**config.mk**
```make
export PLATFORM = sky130hd
export DESIGN_NAME = eeg_frame_sync_sample_unpacker
export DESIGN_NICKNAME = d
export VERILOG_FILES = /design/src/rtl/efsu_pkg.sv /design/src/rtl/efsu_win.sv /design/src/rtl/efsu_scale.sv /design/src/rtl/eeg_frame_sync_sample_unpacker.sv
export SDC_FILE = /design/constraint.sdc
export NUM_CORES = 2
export LEC_CHECK = 0
export ABC_CLOCK_PERIOD_IN_PS = 8300
export BUFFER_PORTS_ARGS = -buffer_cell sky130_fd_sc_hd__buf_2
export CORE_UTILIZATION = 51
export CTS_CLUSTER_SIZE = 20
export DETAILED_ROUTE_END_ITERATION = 8
export PLACE_DENSITY = 0.72
export SETUP_SLACK_MARGIN = 0.5
export SYNTH_ARGS = -nofsm -noshare
export SYNTH_HDL_FRONTEND = slang
export SYNTH_HIERARCHICAL = 1
export SYNTH_SLANG_ARGS = --single-unit
```
**constraint.sdc**
```tcl
create_clock -name clk_i -period 8.3 [get_ports clk_i]
set_input_delay 0.83 -clock clk_i [delete_from_list [all_inputs] [get_ports clk_i]]
set_output_delay 0.83 -clock clk_i [all_outputs]
set_load 0.01 [all_outputs]
```
**src/rtl/efsu_pkg.sv**
```systemverilog
// Shared constants and register codes for the frame-sync sample unpacker.
package efsu_pkg;

  localparam int unsigned FRAME_BYTES_DEF = 51;
  localparam int unsigned CHANNELS_DEF    = 16;

  localparam int unsigned BYTE_W     = 8;
  localparam int unsigned GAIN_W     = 17;
  localparam int unsigned RAW_W      = 24;
  localparam int unsigned SCALED_W   = 25;
  localparam int unsigned CHAN_W     = 4;
  localparam int unsigned CFG_IDX_W  = 2;
  localparam int unsigned CFG_DATA_W = 17;
  localparam int unsigned PROD_W     = RAW_W + GAIN_W + 1;
  localparam int unsigned SHIFT      = 16;

  localparam logic [BYTE_W-1:0] SYNC_FIRST_RST  = 8'hAA;
  localparam logic [BYTE_W-1:0] SYNC_SECOND_RST = 8'h55;
  localparam logic [GAIN_W-1:0] GAIN_RST        = 17'd74600;

  localparam logic [CFG_IDX_W-1:0] REG_SYNC_FIRST  = 2'd0;
  localparam logic [CFG_IDX_W-1:0] REG_SYNC_SECOND = 2'd1;
  localparam logic [CFG_IDX_W-1:0] REG_GAIN        = 2'd2;

endpackage

```
**src/rtl/efsu_win.sv**
```systemverilog
// Circular byte window memory with one write port and two registered read ports.
module efsu_win #(
  parameter int unsigned DEPTH = efsu_pkg::FRAME_BYTES_DEF + 2,
  parameter int unsigned AW    = $clog2(DEPTH)
) (
  input  logic                       clk_i,
  input  logic                       we_i,
  input  logic [AW-1:0]              waddr_i,
  input  logic [efsu_pkg::BYTE_W-1:0] wdata_i,
  input  logic [AW-1:0]              raddr_a_i,
  input  logic [AW-1:0]              raddr_b_i,
  output logic [efsu_pkg::BYTE_W-1:0] rdata_a_o,
  output logic [efsu_pkg::BYTE_W-1:0] rdata_b_o
);

  logic [efsu_pkg::BYTE_W-1:0] mem [DEPTH];

  always_ff @(posedge clk_i) begin
    if (we_i) begin
      mem[waddr_i] <= wdata_i;
    end
    rdata_a_o <= mem[raddr_a_i];
    rdata_b_o <= mem[raddr_b_i];
  end

endmodule

```
**src/rtl/efsu_scale.sv**
```systemverilog
// Registered gain multiplier with floor shift and saturation of the result.
module efsu_scale (
  input  logic                                clk_i,
  input  logic                                en_i,
  input  logic signed [efsu_pkg::RAW_W-1:0]   raw_i,
  input  logic [efsu_pkg::GAIN_W-1:0]         gain_i,
  output logic signed [efsu_pkg::SCALED_W-1:0] scaled_o
);

  localparam int unsigned PW = efsu_pkg::PROD_W;
  localparam int unsigned QW = PW - efsu_pkg::SHIFT;

  localparam logic signed [QW-1:0] Q_MAX = QW'((1 << (efsu_pkg::SCALED_W - 1)) - 1);
  localparam logic signed [QW-1:0] Q_MIN = -QW'(1 << (efsu_pkg::SCALED_W - 1));

  logic signed [PW-1:0] prod;
  logic signed [PW-1:0] prod_q;
  logic signed [QW-1:0] shifted;

  assign prod = raw_i * $signed({1'b0, gain_i});

  always_ff @(posedge clk_i) begin
    if (en_i) begin
      prod_q <= prod;
    end
  end

  assign shifted = prod_q[PW-1:efsu_pkg::SHIFT];

  always_comb begin
    if (shifted > Q_MAX) begin
      scaled_o = Q_MAX[efsu_pkg::SCALED_W-1:0];
    end else if (shifted < Q_MIN) begin
      scaled_o = Q_MIN[efsu_pkg::SCALED_W-1:0];
    end else begin
      scaled_o = shifted[efsu_pkg::SCALED_W-1:0];
    end
  end

endmodule

```
**src/rtl/eeg_frame_sync_sample_unpacker.sv**
```systemverilog
// Top level of the frame-sync deframer that unpacks 24-bit samples and scales them.
// Bytes are taken one per cycle while the window of FRAME_BYTES+2 bytes fills. Once it is
// full the sequencer examines it through the two read ports of the window memory: the
// leading header first, then the trailing header, or on a leading mismatch a header search
// that moves one byte at a time through the window. An accepted frame then goes channel by
// channel through the shared multiplier path, waiting while the output is stalled, with
// channels leaving in reverse order. The input is stalled for the whole examination.
module eeg_frame_sync_sample_unpacker #(
  parameter int unsigned FRAME_BYTES = efsu_pkg::FRAME_BYTES_DEF,
  parameter int unsigned CHANNELS    = efsu_pkg::CHANNELS_DEF
) (
  input  logic                                 clk_i,
  input  logic                                 rst_ni,
  input  logic                                 cfg_we_i,
  input  logic [efsu_pkg::CFG_IDX_W-1:0]       cfg_idx_i,
  input  logic [efsu_pkg::CFG_DATA_W-1:0]      cfg_wdata_i,
  input  logic                                 in_valid_i,
  output logic                                 in_stall_o,
  input  logic [efsu_pkg::BYTE_W-1:0]          rx_byte_i,
  output logic                                 out_valid_o,
  input  logic                                 out_stall_i,
  output logic [efsu_pkg::CHAN_W-1:0]          channel_number_o,
  output logic signed [efsu_pkg::RAW_W-1:0]    raw_code_o,
  output logic signed [efsu_pkg::SCALED_W-1:0] scaled_value_o,
  output logic                                 last_of_frame_o
);

  localparam int unsigned WIN  = FRAME_BYTES + 2;
  localparam int unsigned AW   = $clog2(WIN);
  localparam int unsigned CW   = $clog2(WIN + 1);
  localparam int unsigned IDXW = $clog2(3 * CHANNELS + 3);
  localparam int unsigned CHW  = $clog2(CHANNELS);
  localparam int unsigned BW   = efsu_pkg::BYTE_W;

  typedef enum logic [3:0] {
    ST_IDLE,
    ST_HDR0,
    ST_HDR0_CHK,
    ST_HDRF_CHK,
    ST_SRCH,
    ST_SMP_A,
    ST_SMP_B,
    ST_SMP_C,
    ST_MUL
  } state_e;

  state_e state_q, state_d;

  logic [BW-1:0]                  sync_first_q, sync_first_d;
  logic [BW-1:0]                  sync_second_q, sync_second_d;
  logic [efsu_pkg::GAIN_W-1:0]    gain_q, gain_d;
  logic [AW-1:0]                  head_q, head_d;
  logic [CW-1:0]                  fill_q, fill_d;
  logic [AW-1:0]                  srch_q, srch_d;
  logic [CHW-1:0]                 ch_q, ch_d;
  logic [BW-1:0]                  hi_q, hi_d;
  logic [BW-1:0]                  mid_q, mid_d;
  logic                           za_q, za_d;
  logic                           zb_q, zb_d;
  logic signed [efsu_pkg::RAW_W-1:0] raw_q, raw_d;
  logic                           out_valid_q, out_valid_d;
  logic [efsu_pkg::CHAN_W-1:0]    chan_out_q, chan_out_d;
  logic signed [efsu_pkg::RAW_W-1:0] raw_out_q, raw_out_d;
  logic signed [efsu_pkg::SCALED_W-1:0] scaled_out_q, scaled_out_d;
  logic                           last_out_q, last_out_d;

  logic                           we;
  logic [AW-1:0]                  waddr;
  logic [AW-1:0]                  rel_a, rel_b;
  logic [AW-1:0]                  raddr_a, raddr_b;
  logic [BW-1:0]                  rdata_a, rdata_b;
  logic                           pair_hdr;
  logic                           drop_en;
  logic [CW-1:0]                  drop_n;
  logic                           mul_en;
  logic signed [efsu_pkg::SCALED_W-1:0] scaled;
  logic [IDXW-1:0]                idx0, idx1, idx2;
  logic                           in0, in1, in2;

  function automatic logic [AW-1:0] wrap_addr(input logic [CW:0] sum);
    if (sum >= (CW + 1)'(WIN)) begin
      return AW'(sum - (CW + 1)'(WIN));
    end
    return AW'(sum);
  endfunction

  efsu_win #(
    .DEPTH (WIN),
    .AW    (AW)
  ) u_win (
    .clk_i     (clk_i),
    .we_i      (we),
    .waddr_i   (waddr),
    .wdata_i   (rx_byte_i),
    .raddr_a_i (raddr_a),
    .raddr_b_i (raddr_b),
    .rdata_a_o (rdata_a),
    .rdata_b_o (rdata_b)
  );

  efsu_scale u_scale (
    .clk_i    (clk_i),
    .en_i     (mul_en),
    .raw_i    (raw_d),
    .gain_i   (gain_q),
    .scaled_o (scaled)
  );

  assign waddr    = wrap_addr((CW + 1)'(head_q) + (CW + 1)'(fill_q));
  assign raddr_a  = wrap_addr((CW + 1)'(head_q) + (CW + 1)'(rel_a));
  assign raddr_b  = wrap_addr((CW + 1)'(head_q) + (CW + 1)'(rel_b));
  assign pair_hdr = (rdata_a == sync_first_q) && (rdata_b == sync_second_q);

  assign idx0 = IDXW'({ch_q, 1'b0}) + IDXW'(ch_q) + IDXW'(3);
  assign idx1 = idx0 + IDXW'(1);
  assign idx2 = idx0 + IDXW'(2);
  assign in0  = int'(idx0) < FRAME_BYTES;
  assign in1  = int'(idx1) < FRAME_BYTES;
  assign in2  = int'(idx2) < FRAME_BYTES;

  assign in_stall_o       = (state_q != ST_IDLE);
  assign out_valid_o      = out_valid_q;
  assign channel_number_o = chan_out_q;
  assign raw_code_o       = raw_out_q;
  assign scaled_value_o   = scaled_out_q;
  assign last_of_frame_o  = last_out_q;

  always_comb begin
    state_d       = state_q;
    sync_first_d  = sync_first_q;
    sync_second_d = sync_second_q;
    gain_d        = gain_q;
    head_d        = head_q;
    fill_d        = fill_q;
    srch_d        = srch_q;
    ch_d          = ch_q;
    hi_d          = hi_q;
    mid_d         = mid_q;
    za_d          = za_q;
    zb_d          = zb_q;
    raw_d         = raw_q;
    chan_out_d    = chan_out_q;
    raw_out_d     = raw_out_q;
    scaled_out_d  = scaled_out_q;
    last_out_d    = last_out_q;
    out_valid_d   = out_valid_q && out_stall_i;
    we            = 1'b0;
    rel_a         = '0;
    rel_b         = '0;
    drop_en       = 1'b0;
    drop_n        = '0;
    mul_en        = 1'b0;

    if (cfg_we_i) begin
      unique case (cfg_idx_i)
        efsu_pkg::REG_SYNC_FIRST:  sync_first_d  = cfg_wdata_i[BW-1:0];
        efsu_pkg::REG_SYNC_SECOND: sync_second_d = cfg_wdata_i[BW-1:0];
        efsu_pkg::REG_GAIN:        gain_d        = cfg_wdata_i[efsu_pkg::GAIN_W-1:0];
        default: ;
      endcase
    end

    unique case (state_q)
      ST_IDLE: begin
        if (in_valid_i) begin
          we     = 1'b1;
          fill_d = fill_q + CW'(1);
          if (fill_q == CW'(WIN - 1)) begin
            state_d = ST_HDR0;
          end
        end
      end
      ST_HDR0: begin
        rel_a   = '0;
        rel_b   = AW'(1);
        state_d = ST_HDR0_CHK;
      end
      ST_HDR0_CHK: begin
        if (pair_hdr) begin
          rel_a   = AW'(FRAME_BYTES);
          rel_b   = AW'(FRAME_BYTES + 1);
          state_d = ST_HDRF_CHK;
        end else begin
          rel_a   = AW'(1);
          rel_b   = AW'(2);
          srch_d  = AW'(1);
          state_d = ST_SRCH;
        end
      end
      ST_HDRF_CHK: begin
        if (pair_hdr) begin
          ch_d    = CHW'(CHANNELS - 1);
          state_d = ST_SMP_A;
        end else begin
          drop_en = 1'b1;
          drop_n  = CW'(2);
          state_d = ST_IDLE;
        end
      end
      ST_SRCH: begin
        if (pair_hdr) begin
          drop_en = 1'b1;
          drop_n  = CW'(srch_q);
          state_d = ST_IDLE;
        end else if (srch_q == AW'(WIN - 2)) begin
          drop_en = 1'b1;
          drop_n  = (rdata_b == sync_first_q) ? CW'(WIN - 1) : CW'(WIN);
          state_d = ST_IDLE;
        end else begin
          srch_d = srch_q + AW'(1);
          rel_a  = srch_q + AW'(1);
          rel_b  = srch_q + AW'(2);
        end
      end
      ST_SMP_A: begin
        rel_a   = in0 ? AW'(idx0) : '0;
        rel_b   = in1 ? AW'(idx1) : '0;
        za_d    = !in0;
        zb_d    = !in1;
        state_d = ST_SMP_B;
      end
      ST_SMP_B: begin
        hi_d    = za_q ? '0 : rdata_a;
        mid_d   = zb_q ? '0 : rdata_b;
        rel_a   = in2 ? AW'(idx2) : '0;
        za_d    = !in2;
        state_d = ST_SMP_C;
      end
      ST_SMP_C: begin
        raw_d   = {hi_q, mid_q, (za_q ? {BW{1'b0}} : rdata_a)};
        mul_en  = 1'b1;
        state_d = ST_MUL;
      end
      ST_MUL: begin
        if (!out_valid_q || !out_stall_i) begin
          out_valid_d  = 1'b1;
          chan_out_d   = efsu_pkg::CHAN_W'(ch_q);
          raw_out_d    = raw_q;
          scaled_out_d = scaled;
          last_out_d   = (ch_q == '0);
          if (ch_q == '0) begin
            drop_en = 1'b1;
            drop_n  = CW'(FRAME_BYTES);
            state_d = ST_IDLE;
          end else begin
            ch_d    = ch_q - CHW'(1);
            state_d = ST_SMP_A;
          end
        end
      end
      default: state_d = ST_IDLE;
    endcase

    if (drop_en) begin
      if (drop_n >= CW'(WIN)) begin
        fill_d = '0;
      end else begin
        head_d = wrap_addr((CW + 1)'(head_q) + (CW + 1)'(drop_n));
        fill_d = CW'(WIN) - drop_n;
      end
    end
  end

  always_ff @(posedge clk_i or negedge rst_ni) begin
    if (!rst_ni) begin
      state_q       <= ST_IDLE;
      sync_first_q  <= efsu_pkg::SYNC_FIRST_RST;
      sync_second_q <= efsu_pkg::SYNC_SECOND_RST;
      gain_q        <= efsu_pkg::GAIN_RST;
      head_q        <= '0;
      fill_q        <= '0;
      srch_q        <= '0;
      ch_q          <= '0;
      za_q          <= 1'b0;
      zb_q          <= 1'b0;
      out_valid_q   <= 1'b0;
    end else begin
      state_q       <= state_d;
      sync_first_q  <= sync_first_d;
      sync_second_q <= sync_second_d;
      gain_q        <= gain_d;
      head_q        <= head_d;
      fill_q        <= fill_d;
      srch_q        <= srch_d;
      ch_q          <= ch_d;
      za_q          <= za_d;
      zb_q          <= zb_d;
      out_valid_q   <= out_valid_d;
    end
  end

  always_ff @(posedge clk_i) begin
    hi_q         <= hi_d;
    mid_q        <= mid_d;
    raw_q        <= raw_d;
    chan_out_q   <= chan_out_d;
    raw_out_q    <= raw_out_d;
    scaled_out_q <= scaled_out_d;
    last_out_q   <= last_out_d;
  end

endmodule
```
==> qor_table.md <==
| Metric | Reported |
|---|---|
| Slowest cell on the critical path | sky130_fd_sc_hd__fa_1 |
| Synth warn | 6 |
| Total Die Area | 89000 um^2 |
| Synth cell types | 103 |
| Nets@finish | 4316 |
| Synthesized area divided by synthesized cell count | 12.3 um^2 |
| Wire length of the first global-routing pass | 173 mm |
| Worst Path Max Fanout | 10 |
| Number of buffers inserted during clock tree synthesis | 71 |
| Floorplan row count | 108 |
| P&R area growth vs syn | 10.5% |
| Arrival time worst endpoint | 8.04 ns |
| Per-cell routed wire length | 22.4 um |
| DRC errors left | 0 |
| Weighted congestion at the end of routability-driven global placement | 0.900 |
| Number of optimization iterations in the first detailed-route pass | 5 |
| Worst skew pair latency | 0.66 ns |
| TNS Setup | 0 ns |
| Routed Antenna Nets | 0 |
| Final-report setup violation count | 0 |
| Post-synthesis async set-or-reset flop share | 9.97% |
| Worst-Margin Slew | 1.12 ns |
| Total routing usage reported by global routing | 25.3% |
| Leading cell type in the layout, fill and taps excluded | sky130_fd_sc_hd__edfxtp_1 |
| Share of synthesized area occupied by flip-flops and latches | 40.2% |
| Die boundary width | 298 um |
| Worst slew slack as a fraction of its limit | 25.4% |
| Count of flip-flops with a built-in enable after synthesis | 520 |
| Combined area of all synthesized cells | 44800 um^2 |
| Total length of routed wires | 111 mm |
| Timing-limited maximum frequency | 0.132 GHz |
| Share of layout cells above drive strength 1 | 17.0% |
| DR vias/cell | 5.89 |
| H-Tree Depth | 3 |
| Highest cell delay on the worst timing path | 0.53 ns |
| Number of sinks driven by the clock tree | 622 |
| Vias after detailed routing | 29100 |
| Dpl hpwl | 78.6 mm |
| Status | finished, final reports clean |
| Clock transition at the register clock pins on the worst setup and hold paths after CTS | 0.06 ns |
| RSZ-0062 raised after global routing | no |
| Iteration-0 DRC Markers | 2619 |
| Worst Reg-to-Reg Cells | 27 |
| Grt ovf | 0 |
| Initial Utilization | 51.5% |
| CTS tree | yes |
| Number of standard cells after synthesis | 3636 |
| Post-Syn Nets | 4221 |
| Final count of pins violating max slew | 0 |
| Part of the cycle the worst path needs | 91.5% |
| Final critical-path required period | 7.60 ns |
| Root buf cell | sky130_fd_sc_hd__clkbuf_16 |
| Number of storage elements in the synthesis netlist | 622 |
| Post-Route Skew | 0.0530 ns |
| Post-synth top flop | sky130_fd_sc_hd__edfxtp_1 |
| Worst setup path class | reg -> reg |
| Startpoint class of the critical path | flip-flop |
| Buffers on Ports | 87 |
| I/O pin count | 88 |
| Commonest cells after routing, fill and taps aside | 520 x sky130_fd_sc_hd__edfxtp_1, 514 x sky130_fd_sc_hd__inv_1, 402 x sky130_fd_sc_hd__fa_1, 352 x sky130_fd_sc_hd__nand2_1, 204 x sky130_fd_sc_hd__and2_1 |
| Hold/Removal Path Class | in -> async |
| Endpoints failing hold | 0 |
| Number of antenna violations at the first check in global routing | 3 |
| Placeable core region | 86900 um^2 |
| Maximum clock insertion buffer count | 3 |
| Most common cell type on the critical path | sky130_fd_sc_hd__fa_1 |
| Die outline height | 298 um |
| Largest net degree at the start of global routing | 63 |
| Via count of the first global-routing pass | 30000 |
| Number of maximum-capacitance constraint violations | 0 |
| Required time of the critical path | 8.74 ns |
| CP endpoint kind | flip-flop |
[kinds of logic (layout without fill, tap and decap cells)]
family	Yosys count	after routing	synth area share (%)
buf+inv	692	843	6.27
xor+xnor	106	106	2.17
fa+ha+maj	553	553	22.2
compound gates	397	397	6.23
other cells	0	1	0
simple gates	926	926	10.2
mux	340	342	12.7
flops	622	622	40.2
[stage by stage]
step / setup WS, ns / instances / util, % / area [um^2] / hold slack, ns
finish: 0.704 / 4945 / 56.9 / 49500 / 0.375
CTS: 0.501 / 4926 / 56.7 / 49200 / 0.411
global route: 0.455 / 4944 / 56.9 / 49500 / 0.416
global placement: 0.573 / 4795 / 53.7 / 46700 / 0.410
floorplan: 0.558 / 3636 / - / 44800 / 0.403
detailed placement: 0.437 / 4795 / 53.7 / 46700 / 0.419
[layer usage]
layer / vias to the layer above / GRT usage (%) / share of wire, %
met3: 234 / 3.85 / 7.8
met2: 1214 / 40.8 / 48
li1: 12700 / - / -
met4: 6 / 10.1 / 3.8
met1: 14900 / 34.6 / 40
met5: - / 0 / 0.039
[cells in the mapped netlist, types with 62 or more instances]
cell type	number	share of area [%]
sky130_fd_sc_hd__nand2_1	356	3.0
sky130_fd_sc_hd__and2_1	204	2.8
sky130_fd_sc_hd__mux2i_1	84	1.9
sky130_fd_sc_hd__clkbuf_1	101	0.85
sky130_fd_sc_hd__nor2_1	135	1.1
sky130_fd_sc_hd__xnor2_1	62	1.2
sky130_fd_sc_hd__ha_1	150	4.2
sky130_fd_sc_hd__mux2_2	79	2.0
sky130_fd_sc_hd__edfxtp_1	520	35
sky130_fd_sc_hd__mux4_2	167	8.4
sky130_fd_sc_hd__a21oi_1	66	0.74
sky130_fd_sc_hd__fa_1	403	18
sky130_fd_sc_hd__inv_1	515	4.3
[final timing paths]
path                                      endpoint       start  slack (ns)
worst max-delay path            u_scale/prod_q[36]  state_q[3]        0.70
worst min-delay path                     head_q[0]      rst_ni        0.37
worst max register to register  u_scale/prod_q[36]  state_q[3]        0.70
worst min register to register      raw_code_o[12]   raw_q[12]        0.43
max in group asynchronous               state_q[3]      rst_ni        7.21
min in group clk_i                  raw_code_o[12]   raw_q[12]        0.43
[repair_timing]
| action | 4_1_cts | 5_1_grt |
|---|---|---|
| setup endpoints to repair | 2 | 24 |
| resized for setup | 4 | 21 |
| pin swaps | 0 | 5 |
| hold endpoints to repair | 0 | 0 |
| hold buffers | 0 | 0 |
| gates cloned | 0 | 2 |
| setup buffers | 0 | 16 |
[final cells by class]
class                   count  area, um^2
fillers                  6853       37400
multi-input cells        2324       24200
well taps                1155        1450
clock inverters            46         648
inverters                 517        1950
flip-flops and latches    622       18000
clock buffers              85        1910
repair buffers            195        1340
diodes                      1        2.50
[sequential cells by signal, indices dropped and copies added (netlist names), 8 cells and up]
signal / cells
mid_q: 8
sync_second_q: 8
u_win/rdata_b_o: 8
hi_q: 8
u_win/rdata_a_o: 8
raw_q: 24
u_scale/prod_q: 26
gain_q: 17
raw_code_o: 24
u_win/mem: 424
sync_first_q: 8
scaled_value_o: 25
[critical path, delay by kind of cell, from the launching register on]
kind / cells / cell delay, ns
AND/OR/NAND/NOR: 6 / 1.36
buffers and inverters: 7 / 0.86
flip-flops: 1 / 0.46
AO/OA/AOI/OAI: 7 / 1.52
adder cells (fa/ha/maj): 7 / 3.18
Power is not shown: default switching activity piles up to over one toggle a cycle in this logic, so the estimate is an artifact.
